`config.mk`:
```
export PLATFORM = sky130hd
export DESIGN_NAME = glob_wildcard_matcher_flat
export DESIGN_NICKNAME = d
export VERILOG_FILES = /design/src/rtl/gwm_pkg.sv /design/src/rtl/gwm_in_if.sv /design/src/rtl/gwm_out_if.sv /design/src/rtl/gwm_in_stage.sv /design/src/rtl/gwm_engine.sv /design/src/rtl/gwm_out_stage.sv /design/src/rtl/glob_wildcard_matcher.sv /design/src/flat_wrapper.sv
export SDC_FILE = /design/constraint.sdc
export NUM_CORES = 1
export LEC_CHECK = 0
export BUFFER_PORTS_ARGS = -buffer_cell sky130_fd_sc_hd__buf_4
export CELL_PAD_IN_SITES_DETAIL_PLACEMENT = 1
export CELL_PAD_IN_SITES_GLOBAL_PLACEMENT = 1
export CORE_UTILIZATION = 55
export DETAILED_ROUTE_END_ITERATION = 10
export GPL_ROUTABILITY_DRIVEN = 1
export PLACE_DENSITY = 0.88
export SETUP_SLACK_MARGIN = 0.05
export SLEW_MARGIN = 15
export SYNTH_ARGS = -nofsm -noshare
export SYNTH_HDL_FRONTEND = slang
export SYNTH_SLANG_ARGS = --single-unit
```
`constraint.sdc`:
```
create_clock -name clk -period 5.8 [get_ports clk]
set_input_delay 1.16 -clock clk [delete_from_list [all_inputs] [get_ports clk]]
set_output_delay 1.16 -clock clk [all_outputs]
set_load 0.005 [all_outputs]
```
`src/rtl/gwm_pkg.sv`:
```
package gwm_pkg;

  typedef enum logic [1:0] {
    CMD_CLEAR   = 2'd0,
    CMD_APPEND  = 2'd1,
    CMD_SUBJECT = 2'd2,
    CMD_END     = 2'd3
  } cmd_t;

  localparam logic [7:0] CH_STAR = 8'h2A;
  localparam logic [7:0] CH_ANY  = 8'h3F;
  localparam logic [7:0] CH_NUL  = 8'h00;

  typedef struct packed {
    cmd_t       cmd;
    logic [7:0] byte_value;
  } in_item_t;

  typedef struct packed {
    logic matched;
    logic overflowed;
  } out_item_t;

endpackage

```
`src/rtl/gwm_in_if.sv`:
```
interface gwm_in_if import gwm_pkg::*; ();
  logic       valid;
  logic       ready;
  cmd_t       cmd;
  logic [7:0] byte_value;

  modport source (output valid, output cmd, output byte_value, input ready);
  modport sink (input valid, input cmd, input byte_value, output ready);
endinterface

```
`src/rtl/gwm_out_if.sv`:
```
interface gwm_out_if import gwm_pkg::*; ();
  logic valid;
  logic ready;
  logic matched;
  logic overflowed;

  modport source (output valid, output matched, output overflowed, input ready);
  modport sink (input valid, input matched, input overflowed, output ready);
endinterface

```
`src/rtl/gwm_in_stage.sv`:
```
module gwm_in_stage import gwm_pkg::*; (
  input  logic     clk,
  input  logic     rst_n,
  input  logic     in_valid,
  output logic     in_ready,
  input  in_item_t in_item,
  input  logic     take,
  output logic     item_valid,
  output in_item_t item
);

  logic     valid_r;
  logic     valid_nxt;
  in_item_t item_r;

  assign in_ready   = !valid_r || take;
  assign item_valid = valid_r;
  assign item       = item_r;

  always_comb begin
    valid_nxt = valid_r;
    if (in_valid && in_ready) begin
      valid_nxt = 1'b1;
    end else if (take) begin
      valid_nxt = 1'b0;
    end
  end

  always_ff @(posedge clk) begin
    if (!rst_n) begin
      valid_r <= 1'b0;
    end else begin
      valid_r <= valid_nxt;
    end
  end

  always_ff @(posedge clk) begin
    if (in_valid && in_ready) begin
      item_r <= in_item;
    end
  end

endmodule

```
`src/rtl/gwm_engine.sv`:
```
module gwm_engine import gwm_pkg::*; #(
  parameter int PATTERN_MAX = 32
) (
  input  logic      clk,
  input  logic      rst_n,
  input  logic      item_valid,
  input  in_item_t  item,
  input  logic      out_room,
  output logic      take,
  output logic      push,
  output out_item_t result
);

  localparam int PW = PATTERN_MAX + 1;
  localparam int LW = $clog2(PATTERN_MAX + 1);

  logic [7:0]             store_r [PATTERN_MAX];
  logic [LW-1:0]          len_r, len_nxt;
  logic                   ovf_r, ovf_nxt;
  logic [PATTERN_MAX-1:0] star_r, star_nxt;
  logic [PATTERN_MAX-1:0] any_r, any_nxt;
  logic [PATTERN_MAX-1:0] used_r, used_nxt;
  logic [PW-1:0]          restart_r, restart_nxt;
  logic [PW-1:0]          active_r, active_nxt;

  logic                   full;
  logic                   app_star;
  logic                   wr_en;
  logic [PATTERN_MAX-1:0] wr_sel;
  logic [PATTERN_MAX-1:0] lit_hit;
  logic [PW-1:0]          step;
  logic [PW-1:0]          prop;
  logic [PW-1:0]          closed;
  logic [PW-1:0]          restart_app;

  assign take = item_valid && ((item.cmd != CMD_END) || out_room);
  assign push = take && (item.cmd == CMD_END);

  assign result.matched    = active_r[len_r];
  assign result.overflowed = ovf_r;

  assign full     = (len_r == LW'(PATTERN_MAX));
  assign app_star = (item.byte_value == CH_STAR);
  assign wr_sel   = PATTERN_MAX'(1) << len_r;
  assign wr_en    = take && (item.cmd == CMD_APPEND) && (item.byte_value != CH_NUL) && !full;

  always_comb begin
    for (int i = 0; i < PATTERN_MAX; i++) begin
      lit_hit[i] = used_r[i] && !star_r[i] && (any_r[i] || (store_r[i] == item.byte_value));
    end
  end

  // stars hold their position, literal hits advance one, then close over star runs
  assign step   = {1'b0, active_r[PATTERN_MAX-1:0] & star_r}
                | {active_r[PATTERN_MAX-1:0] & lit_hit, 1'b0};
  assign prop   = {1'b0, star_r};
  assign closed = step | (((step & prop) + prop) ^ prop);

  assign restart_app = restart_r
                     | ((restart_r[len_r] && app_star) ? (PW'(1) << (len_r + LW'(1)))
                                                        : PW'(0));

  always_comb begin
    len_nxt     = len_r;
    ovf_nxt     = ovf_r;
    star_nxt    = star_r;
    any_nxt     = any_r;
    used_nxt    = used_r;
    restart_nxt = restart_r;
    active_nxt  = active_r;
    if (take) begin
      unique case (item.cmd)
        CMD_CLEAR: begin
          len_nxt     = '0;
          ovf_nxt     = 1'b0;
          star_nxt    = '0;
          any_nxt     = '0;
          used_nxt    = '0;
          restart_nxt = PW'(1);
          active_nxt  = PW'(1);
        end
        CMD_APPEND: begin
          if (item.byte_value != CH_NUL) begin
            if (!full) begin
              len_nxt     = len_r + LW'(1);
              used_nxt    = used_r | wr_sel;
              star_nxt    = star_r | (app_star ? wr_sel : '0);
              any_nxt     = any_r | ((item.byte_value == CH_ANY) ? wr_sel : '0);
              restart_nxt = restart_app;
              active_nxt  = restart_app;
            end else begin
              ovf_nxt    = 1'b1;
              active_nxt = restart_r;
            end
          end
        end
        CMD_SUBJECT: begin
          active_nxt = closed;
        end
        CMD_END: begin
          active_nxt = restart_r;
        end
        default: begin
          active_nxt = active_r;
        end
      endcase
    end
  end

  always_ff @(posedge clk) begin
    if (!rst_n) begin
      len_r     <= '0;
      ovf_r     <= 1'b0;
      star_r    <= '0;
      any_r     <= '0;
      used_r    <= '0;
      restart_r <= PW'(1);
      active_r  <= PW'(1);
    end else begin
      len_r     <= len_nxt;
      ovf_r     <= ovf_nxt;
      star_r    <= star_nxt;
      any_r     <= any_nxt;
      used_r    <= used_nxt;
      restart_r <= restart_nxt;
      active_r  <= active_nxt;
    end
  end

  always_ff @(posedge clk) begin
    for (int i = 0; i < PATTERN_MAX; i++) begin
      if (wr_en && wr_sel[i]) begin
        store_r[i] <= item.byte_value;
      end
    end
  end

endmodule

```
`src/rtl/gwm_out_stage.sv`:
```
module gwm_out_stage import gwm_pkg::*; (
  input  logic      clk,
  input  logic      rst_n,
  input  logic      push,
  input  out_item_t result,
  output logic      out_room,
  output logic      out_valid,
  input  logic      out_ready,
  output out_item_t out_item
);

  logic      valid_r;
  logic      valid_nxt;
  out_item_t data_r;

  assign out_room  = !valid_r || out_ready;
  assign out_valid = valid_r;
  assign out_item  = data_r;

  always_comb begin
    valid_nxt = valid_r;
    if (push) begin
      valid_nxt = 1'b1;
    end else if (out_ready) begin
      valid_nxt = 1'b0;
    end
  end

  always_ff @(posedge clk) begin
    if (!rst_n) begin
      valid_r <= 1'b0;
    end else begin
      valid_r <= valid_nxt;
    end
  end

  always_ff @(posedge clk) begin
    if (push) begin
      data_r <= result;
    end
  end

endmodule

```
`src/rtl/glob_wildcard_matcher.sv`:
```
// Channel   Dir  Transaction contents
// in_ch     in   cmd, byte_value: clear, append pattern byte, subject byte, end
// out_ch    out  matched, overflowed: one per end-of-string transaction
//
// One transaction per cycle while the result register has room: an input register,
// a position-vector update (star-run closure is a single add), a result register.
// A result is registered as its end-of-string transaction leaves the input register.
// Reset (rst_n low, synchronous) empties the pattern and both registers.
// An end-of-string transaction waits in the input register while the result
// register is full and not being taken; later transactions wait behind it.
module glob_wildcard_matcher import gwm_pkg::*; #(
  parameter int PATTERN_MAX = 32
) (
  input  logic      clk,
  input  logic      rst_n,
  gwm_in_if.sink    in_ch,
  gwm_out_if.source out_ch
);

  in_item_t  in_item;
  in_item_t  item;
  out_item_t result;
  out_item_t out_item;
  logic      item_valid;
  logic      take;
  logic      push;
  logic      out_room;

  assign in_item.cmd        = in_ch.cmd;
  assign in_item.byte_value = in_ch.byte_value;

  gwm_in_stage u_in_stage (
    .clk        (clk),
    .rst_n      (rst_n),
    .in_valid   (in_ch.valid),
    .in_ready   (in_ch.ready),
    .in_item    (in_item),
    .take       (take),
    .item_valid (item_valid),
    .item       (item)
  );

  gwm_engine #(
    .PATTERN_MAX (PATTERN_MAX)
  ) u_engine (
    .clk        (clk),
    .rst_n      (rst_n),
    .item_valid (item_valid),
    .item       (item),
    .out_room   (out_room),
    .take       (take),
    .push       (push),
    .result     (result)
  );

  gwm_out_stage u_out_stage (
    .clk       (clk),
    .rst_n     (rst_n),
    .push      (push),
    .result    (result),
    .out_room  (out_room),
    .out_valid (out_ch.valid),
    .out_ready (out_ch.ready),
    .out_item  (out_item)
  );

  assign out_ch.matched    = out_item.matched;
  assign out_ch.overflowed = out_item.overflowed;

endmodule
```
`src/flat_wrapper.sv`:
```
// flat-port wrapper written by rule: the top's interface ports become plain ports
module glob_wildcard_matcher_flat import gwm_pkg::*;
#(
  parameter int PATTERN_MAX = 32
)
  (clk, rst_n, in_ch_valid, in_ch_cmd, in_ch_byte_value, in_ch_ready, out_ch_valid, out_ch_matched, out_ch_overflowed, out_ch_ready);
  gwm_in_if in_ch_i ();
  gwm_out_if out_ch_i ();
  input  logic clk;
  input  logic rst_n;
  input wire logic [$bits(in_ch_i.valid)-1:0] in_ch_valid;
  input wire logic [$bits(in_ch_i.cmd)-1:0] in_ch_cmd;
  input wire logic [$bits(in_ch_i.byte_value)-1:0] in_ch_byte_value;
  output wire logic [$bits(in_ch_i.ready)-1:0] in_ch_ready;
  output wire logic [$bits(out_ch_i.valid)-1:0] out_ch_valid;
  output wire logic [$bits(out_ch_i.matched)-1:0] out_ch_matched;
  output wire logic [$bits(out_ch_i.overflowed)-1:0] out_ch_overflowed;
  input wire logic [$bits(out_ch_i.ready)-1:0] out_ch_ready;
  assign in_ch_i.valid = in_ch_valid;
  assign in_ch_i.cmd = in_ch_cmd;
  assign in_ch_i.byte_value = in_ch_byte_value;
  assign in_ch_ready = in_ch_i.ready;
  assign out_ch_valid = out_ch_i.valid;
  assign out_ch_matched = out_ch_i.matched;
  assign out_ch_overflowed = out_ch_i.overflowed;
  assign out_ch_i.ready = out_ch_ready;
  glob_wildcard_matcher #(.PATTERN_MAX(PATTERN_MAX)) u_core (.clk(clk), .rst_n(rst_n), .in_ch(in_ch_i), .out_ch(out_ch_i));
endmodule
```
==> summary.md, run 1 <==
| Metric | Value |
|---|---|
| Status | complete, no violations |
| Die H | roughly 200 µm |
| Worst hold path class | reg2reg |
| Comb pwr share | about 4.4% |
| Post-Synth Simple-Gate Area | between 10% and 20% |
| Port bufs | 17 |
| Post-Syn Instances | 1892 |
| YS warnings | 0 |
| CTS resizes | 0 |
| Skew-Pair Late Insertion Delay | ~0.61 ns |
| Drt wl/cell | around 28 µm |
| Htree depth | 2 |
| Slowest stage delay, CP | 0.97 ns |
| Avg Cell Area, Syn | approximately 11 µm² |
| Power Dens Cells | 296 nW/µm² |
| Hold depth | 0 |
| DRT iter0 DRCs | 1626 |
| Wirelength, routed | 67.1 mm |
| Clock network fraction of design power | 45.7% |
| XOR/XNOR Fraction of Synth Area | 11.0% |
| Largest net degree at the start of global routing | 82 |
| Final ANT Viol Nets | 0 |
| Initial core utilization | between 50% and 60% |
| Crit Path Class | reg2reg |
| Mux contribution to synthesized area | under 10% |
| Relative slew slack | between 15 and 20% |
| Fin. Hold Viols | 0 |
| Drt drc | 0 |
| Util after Layout | roughly three fifths |
| First-pass GRT wire length | roughly 100 mm |
| I/O pin count | 18 |
| Psw | about 1.5 mW |
| Die ar. | 38100 µm² |
| CTS Hold Bufs | 0 |
| Crit Reg-Reg Startpoint | u_core.u_in_stage.item[3] |
| Clk sink count | 439 |
| RSZ-0062 raised after global routing | false |
| Slowest CP cell | nor2_1 |
| Adder-Cell Fraction of Synth Area | less than 1% |
| Worst VDD drop | 294 µV |
| Fmax | ~230 MHz |
| Post-synthesis net count | roughly 1900 |
| Worst path arrival time | 4.79 ns |
| Core Rows | 70 |
| Post-Syn Area | 20600 µm² |
| Tmin final | between 4 and 5 ns |
| Gr usage total | 35.5% |
| First-pass DRT Iterations | 6 |
| Worst-Margin Slew | roughly 1.2 ns |
| Fin crit share | ~74% |
| Sequential share of the synthesized area | roughly 56% |
| EDFF count, synth | ~270 |
| CTS tree | yes |
| Max FO, Critical Path | 19 |
| Die width | between 150 and 200 µm |
| Setup Viol. Count Final | 0 |
| Post-route setup TNS | 0 ns |
| RePlAce Congestion | ~1.0 |
| Area Growth Syn to Fin | 10.1% |
| Proportion of synthesized flip-flops having asynchronous set or reset | 0% |
| Post-synthesis compound-gate area fraction | between 10% and 20% |
| Reg power frac | around 50% |
| # nets final | ~1900 |
| Initial antenna violation count | 0 |
| Yosys cell types | 84 |
| Sw Share | between 20% and 30% |
| CORE AREA | 36700 µm² |
| Layout cells sized above 1 | under 10% |
| Detailed-placement wirelength estimate | ~44 mm |
| Synth Flop Type | edfxtp_1 |
| Clock skew | 0.0217 ns |
| Maxcap violations | 0 |
| Clk root buf | clkbuf_16 |
| HP Start | u_core.u_engine.ovf_r |
| Clock tree buffer depth | 3 |
| Critical Path RT | around 6.3 ns |
| FF-to-FF setup slack | 1.52 ns |
| P_int | around 5.2 mW |
| Worst reg-to-reg path cell count | 10 |
| Most frequent CP cell | nand2_1 |
| Number of global-route vias before repair | around 17000 |
| Vias per cell | about 6.7 |
| Worst Setup End Kind | flip-flop |
| Setup crit start kind | flip-flop |
| CTS buffer count | 46 |
| Leak | roughly 7.5 nW |
| R2r endpoint | u_core.u_engine.active_r[1] |
| Max-slew violations | 0 |
| Largest family of logic cells by synthesized area | simple AND/OR/NAND/NOR gates |
| Postcts setup bufs | 0 |
| CTS clk-pin slew, worst paths | 0.06 ns |
| Vias | 15900 |
| Hold endpoint | u_core.u_out_stage.out_item[0] |
| Gr ovfl total | 0 |
| Yosys reg bits | 439 |
| CP cell instances | nor3_1 > and3_1 > mux2_2 > nand2_1 > nand2_1 > buf_4 > or3_1 > nor2_1 > o21ai_0 > o211ai_1 |
## power by group through the flow
stage / Clock (mW) / Sequential (mW) / Combinational (mW)
3_3_place_gp: 0 / 3.40 / 0.271
6_report: 3.06 / 3.34 / 0.298
3_5_place_dp: 0 / 3.40 / 0.289
2_1_floorplan: 0 / 3.40 / 0.189
4_1_cts: 3.08 / 3.33 / 0.294
5_1_grt: 3.18 / 3.33 / 0.313
## cell usage after synthesis (11+ instances only)
master / count / area, µm²
a21oi_1: 199 / 996
a22oi_1: 18 / 135
a31oi_1: 19 / 119
and2_1: 22 / 138
and3_1: 16 / 100
buf_2: 14 / 70.1
buf_4: 17 / 128
clkbuf_1: 60 / 225
dfxtp_1: 171 / 3420
edfxtp_1: 268 / 8050
inv_1: 23 / 86.3
mux4_2: 20 / 450
nand2_1: 97 / 364
nand2b_1: 15 / 93.8
nand3_1: 26 / 130
nand3b_1: 15 / 113
nand4_1: 15 / 93.8
nor2_1: 250 / 938
nor2b_1: 24 / 150
nor3_1: 30 / 150
nor4_1: 46 / 288
o21a_1: 11 / 82.6
o21ai_0: 56 / 280
o21ai_1: 11 / 55.1
o31ai_1: 14 / 105
xnor2_1: 69 / 604
xor2_1: 189 / 1660
## through the flow
step | total power, mW | std cells | setup WS, ns | hold slack [ns] | instance area [µm²]
detailed placement | 3.69 | 2298 | 1.64 | 0.424 | 21100
global placement | 3.67 | 2298 | 1.81 | 0.425 | 21100
global route | 6.83 | 2383 | 1.34 | 0.462 | 22600
CTS | 6.70 | 2383 | 1.65 | 0.452 | 22600
floorplan | 3.59 | 1892 | 2.03 | 0.409 | 20600
finish | 6.69 | 2384 | 1.52 | 0.455 | 22600
## cell families after synthesis
| family | after synthesis |
|---|---|
| DFF | 439 |
| muxes | 23 |
| and+or+nand+nor | 600 |
| AOI/OAI and AO/OA | 429 |
| adders and majority gates | 9 |
| xor gates and xnor gates | 258 |
| buffers and inverters | 134 |
## state kept, by name, summed over array words and instances (netlist names), 2 cells and up
register,count
u_core.u_engine.store_r,256
u_core.u_engine.active_r,33
u_core.u_engine.restart_r,33
u_core.u_engine.any_r,32
u_core.u_engine.star_r,32
u_core.u_engine.used_r,32
u_core.u_in_stage.item,10
u_core.u_engine.len_r,6
u_core.u_out_stage.out_item,2
## cell usage in the layout (no fill, tap or decap), types with 7 or more instances in the layout
cell | Yosys | layout
nor2b_1 | 24 | 24
nand2_1 | 97 | 96
a22oi_1 | 18 | 18
nand3b_1 | 15 | 15
o21a_1 | 11 | 11
nor4_1 | 46 | 46
nand2b_1 | 15 | 15
clkbuf_16 | 0 | 47
clkinv_1 | 2 | 10
ha_1 | 9 | 9
a211oi_1 | 8 | 8
xnor2_1 | 69 | 69
a21oi_1 | 199 | 199
inv_1 | 23 | 23
and2_1 | 22 | 22
a31oi_1 | 19 | 19
or3_1 | 7 | 7
o21ai_0 | 56 | 56
o31ai_1 | 14 | 14
nand3_1 | 26 | 26
nand4_1 | 15 | 15
xor2_1 | 189 | 189
edfxtp_1 | 268 | 268
o211ai_1 | 8 | 8
buf_4 | 17 | 39
clkbuf_8 | 0 | 7
and3_1 | 16 | 16
nor2_1 | 250 | 250
nor3_1 | 30 | 28
dfxtp_1 | 171 | 171
buf_12 | 0 | 8
clkinv_2 | 0 | 10
nor3b_1 | 9 | 9
o21ai_1 | 11 | 11
mux4_2 | 20 | 20
## worst max-delay path by stage
stage	endpoint	start
after floorplan	u_core.u_engine.active_r[20]	u_core.u_in_stage.item[6]
after global placement	u_core.u_engine.active_r[1]	out_ch_ready
after detailed placement	u_core.u_engine.active_r[1]	out_ch_ready
after CTS	u_core.u_engine.active_r[1]	u_core.u_in_stage.item[3]
after global routing	u_core.u_engine.active_r[20]	u_core.u_in_stage.item[3]
final	u_core.u_engine.active_r[1]	u_core.u_in_stage.item[3]
## per-layer routing
metal  track usage (%)  routed length [µm]  vias up
li1                  -                   -     6815
met1              45.6               26600     8020
met2              57.9               31900      815
met3              6.44                5220      224
met4              17.8                3330        0
met5                 0                   0        -
## final cells by class
cell class | instances | area (µm²)
clock buffer | 60 | 1300
multi-input combinational | 1319 | 8460
sequential | 439 | 11500
timing repair buffer | 47 | 453
fill | 3808 | 14100
clock inverter | 25 | 268
antenna | 1 | 2.50
tap | 468 | 586
inverter | 25 | 93.8
## worst max-delay path: cells and delay by family (launching register included)
| family | cells | cell delay, ns |
|---|---|---|
| simple gates | 6 | 2.10 |
| flops | 1 | 0.83 |
| compound gates | 2 | 0.70 |
| mux | 1 | 0.30 |
| buf+inv | 1 | 0.23 |
No activity file was read; power rests on OpenSTA's default activity.
==> inputs of run 2 (changes only) <==
--- a/config.mk
+++ b/config.mk
@@ -8,10 +8,10 @@
 export BUFFER_PORTS_ARGS = -buffer_cell sky130_fd_sc_hd__buf_4
 export CELL_PAD_IN_SITES_DETAIL_PLACEMENT = 1
 export CELL_PAD_IN_SITES_GLOBAL_PLACEMENT = 1
-export CORE_UTILIZATION = 55
+export CORE_UTILIZATION = 51
 export DETAILED_ROUTE_END_ITERATION = 10
 export GPL_ROUTABILITY_DRIVEN = 1
-export PLACE_DENSITY = 0.88
+export PLACE_DENSITY = 0.82
 export SETUP_SLACK_MARGIN = 0.05
 export SLEW_MARGIN = 15
 export SYNTH_ARGS = -nofsm -noshare
==> constraint.sdc (replaced) <==
create_clock -name clk -period 3.95 [get_ports clk]
set_input_delay 0.79 -clock clk [delete_from_list [all_inputs] [get_ports clk]]
set_output_delay 0.79 -clock clk [all_outputs]
set_load 0.005 [all_outputs]
==> run 2 against run 1 <==
Non-clock buffer count is 20 higher. Worst setup slack worse by 1.3 ns. Final area is 1.6% higher. Flip-flop and latch count stayed put. Final cell count grew 3.3%. Count of clock-buffer cells in the layout up 7. Via count decreased by 1.3%. Sequential share of layout area fell by 0.80 points. Hold slack lost 0.089 ns. Largest power group unchanged. Highest routed layer unchanged.
==> summary.md, run 2 (synthesized netlist as in run 1, its figures left out) <==
| Metric | Value |
|---|---|
| Status | complete, no violations (unchanged) |
| Worst path arrival time | 4.23 ns (was 4.79 ns) |
| Placed cell area | 21300 µm² (was 21100 µm²) |
| Critical Path RT | 4.41 ns (was 6.30 ns) |
| Largest register FFs | 256 (unchanged) |
| Top flop regs | u_core.u_engine.store_r x256, u_core.u_engine.active_r x33, u_core.u_engine.restart_r x33 (unchanged) |
| First-pass DRT Iterations | 6 (unchanged) |
| Clock skew | 0.0373 ns (was 0.0217 ns) |
| Gr usage total | 32.4% (was 35.5%) |
| Final worst slack | 0.185 ns (was 1.52 ns) |
| Slowest CP cell | edfxtp_1 (was nor2_1) |
| Vias | 15700 (was 15900) |
| Fin crit share | 95.3% (was 73.8%) |
| Most frequent cells in the layout | edfxtp_1, nor2_1, a21oi_1 (unchanged) |
| # nets final | 1922 (was 1901) |
| Wirelength, routed | 66.3 mm (was 67.1 mm) |
| Clock tree buffer depth | 3 (unchanged) |
| Clk root buf | clkbuf_16 (unchanged) |
| CTS clk-pin slew, worst paths | 0.06 ns (about the same) |
| Worst reg-to-reg path cell count | 16 (was 10) |
| RePlAce Congestion | 0.954 (was 1.02) |
| Ant diodes | 0 (was 1) |
| Drt wl/cell | 26.9 µm (was 28.1 µm) |
| Max-slew violations | 0 (unchanged) |
| Util after Layout | 57.9% (was 61.7%) |
| CTS tree | yes (unchanged) |
| DRT iter0 DRCs | 1527 (was 1626) |
| Post-route setup TNS | 0 ns (unchanged) |
| Largest reg by FF count | u_core.u_engine.store_r (unchanged) |
| RSZ-0062 raised after global routing | true (was false) |
| Initial antenna violation count | 0 (unchanged) |
| Tmin final | 3.77 ns (was 4.28 ns) |
| Crit Path Class | reg2reg (unchanged) |
| Leak | 7.62 nW (was 7.47 nW) |
| Final ANT Viol Nets | 0 (unchanged) |
| Port bufs | 17 (unchanged) |
| Fin. Hold Viols | 0 (unchanged) |
| Most frequent CP cell | nor2_1 (was nand2_1) |
| Slowest stage delay, CP | 0.45 ns (was 0.97 ns) |
| WP depth | 16 (was 10) |
| Core Rows | 73 (was 70) |
| CP bufs+invs | 1 (unchanged) |
| Clk sink count | 439 (unchanged) |
| Crit path max-delay family | compound AO/OA/AOI/OAI gates (was simple AND/OR/NAND/NOR gates) |
| Worst hold path class | in2reg (was reg2reg) |
| Max FO, Critical Path | 4 (was 19) |
| FF-to-FF setup slack | 0.18 ns (was 1.52 ns) |
| Setup Viol. Count Final | 0 (unchanged) |
| Die width | 203 µm (was 195 µm) |
| Number of global-route vias before repair | 16300 (was 16500) |
| I/O pin count | 18 (unchanged) |
| Detailed-placement wirelength estimate | 42.6 mm (was 43.8 mm) |
| Maxcap violations | 0 (unchanged) |
| Skew-Pair Late Insertion Delay | 0.61 ns (about the same) |
| First-pass GRT wire length | 101 mm (was 102 mm) |
| Htree depth | 2 (unchanged) |
| Area Growth Syn to Fin | 11.8% (was 10.1%) |
| CORE AREA | 39700 µm² (was 36700 µm²) |
| Setup crit start kind | flip-flop (unchanged) |
| CP cell instances | xnor2_1 > nand4_1 > nor2_4 > nor2_1 > nor2_1 > nor3b_1 > ha_1 > or3_1 > o21a_1 > a22oi_2 > o211ai_1 > o21ai_1 > buf_4 > nor3_1 > a2111o_1 > a221o_1 (was nor3_1 > and3_1 > mux2_2 > nand2_1 > nand2_1 > buf_4 > or3_1 > nor2_1 > o21ai_0 > o211ai_1) |
| Vias per cell | 6.36 (was 6.66) |
| HP Start | in_ch_cmd[1] (was u_core.u_engine.ovf_r) |
| R2r endpoint | u_core.u_engine.active_r[20] (was u_core.u_engine.active_r[1]) |
| Most common cell after layout, fill and taps aside | edfxtp_1 (unchanged) |
| Worst VDD drop | 385 µV (was 294 µV) |
| Design area | 23000 µm² (was 22600 µm²) |
| CTS buffer count | 47 (was 46) |
| Gr ovfl total | 0 (unchanged) |
| Fmax | 266 MHz (was 234 MHz) |
| Drt drc | 0 (unchanged) |
| Relative slew slack | 35.3% (was 19.6%) |
| Pre-CTS setup slack | 0.123 ns (was 1.64 ns) |
| Layout cells sized above 1 | 9.65% (was 8.30%) |
| Power Dens Cells | 440 nW/µm² (was 296 nW/µm²) |
| Crit Reg-Reg Startpoint | u_core.u_in_stage.item[2] (was u_core.u_in_stage.item[3]) |
| Largest net degree at the start of global routing | 66 (was 82) |
| Total Power | 10.1 mW (was 6.69 mW) |
| Hold depth | 1 (was 0) |
| Worst-Margin Slew | 0.967 ns (was 1.20 ns) |
| Die ar. | 41100 µm² (was 38100 µm²) |
| Worst Setup End Kind | flip-flop (unchanged) |
| Die H | 203 µm (was 195 µm) |
| Hold endpoint | u_core.u_in_stage.item[9] (was u_core.u_out_stage.out_item[0]) |
| Critical Path Start | u_core.u_in_stage.item[2] (was u_core.u_in_stage.item[3]) |
| Initial core utilization | 51.7% (was 56.0%) |
[run 2: changes by cell type in the layout (fill, tap and decap cells not counted), moves of 2 or more]
cell	previous run	this run
bufinv_16	4	6
clkinv_2	10	8
clkbuf_1	5	9
clkbuf_8	7	10
clkinv_1	10	4
buf_4	39	58
[run 2: layout make-up]
class | count | area (µm²)
fillers | 4133 | 16700
flip-flops and latches | 439 | 11500
multi-input cells | 1319 | 8480
clock buffers | 67 | 1370
well taps | 525 | 657
repair buffers | 67 | 616
clock inverters | 21 | 298
inverters | 25 | 93.8
[run 2: timing repair]
item,4_1_cts,5_1_grt
buffers inserted,0,1
resized for setup,1,4
hold buffers,0,0
endpoints found under the setup margin,1,3
pin swaps,0,2
[run 2: power breakdown]
group,leakage (nW),internal [mW],switching (mW)
logic,3.00,0.139,0.320
registers,3.80,4.87,0.0156
clock network,0.816,2.83,1.95
[run 2: per-stage QoR]
step           hold WS (ns)  instances
2_1_floorplan         0.409       1892
3_3_place_gp          0.443       2374
3_5_place_dp          0.438       2374
4_1_cts               0.345       2462
5_1_grt               0.348       2463
6_report              0.365       2463
[run 2: worst max-delay path by stage]
stage                                         to  slack [ns]
floorplan           u_core.u_engine.active_r[20]        0.18
global placement    u_core.u_engine.active_r[20]        0.30
detailed placement  u_core.u_engine.active_r[20]        0.12
CTS                 u_core.u_engine.active_r[20]         0.1
global route        u_core.u_engine.active_r[20]        0.04
finish              u_core.u_engine.active_r[20]        0.18
[run 2: metal layers]
metal	wire, µm	GRT usage [%]	part of all wire (%)	vias up
li1	-	-	-	6866
met1	27800	42.6	42	7970
met4	2500	14.2	3.8	0
met2	32200	54.1	49	680
met3	3790	3.72	5.7	148
met5	0	0	0	-
[run 2: worst reg2reg max path: cells and delay by family, from the launching register on]
kind	cells	cell delay, ns
adder cells (fa/ha/maj)	1	0.22
XOR/XNOR	1	0.23
buffers and inverters	1	0.17
AO/OA/AOI/OAI	6	1.48
flip-flops	1	0.45
AND/OR/NAND/NOR	7	1.10
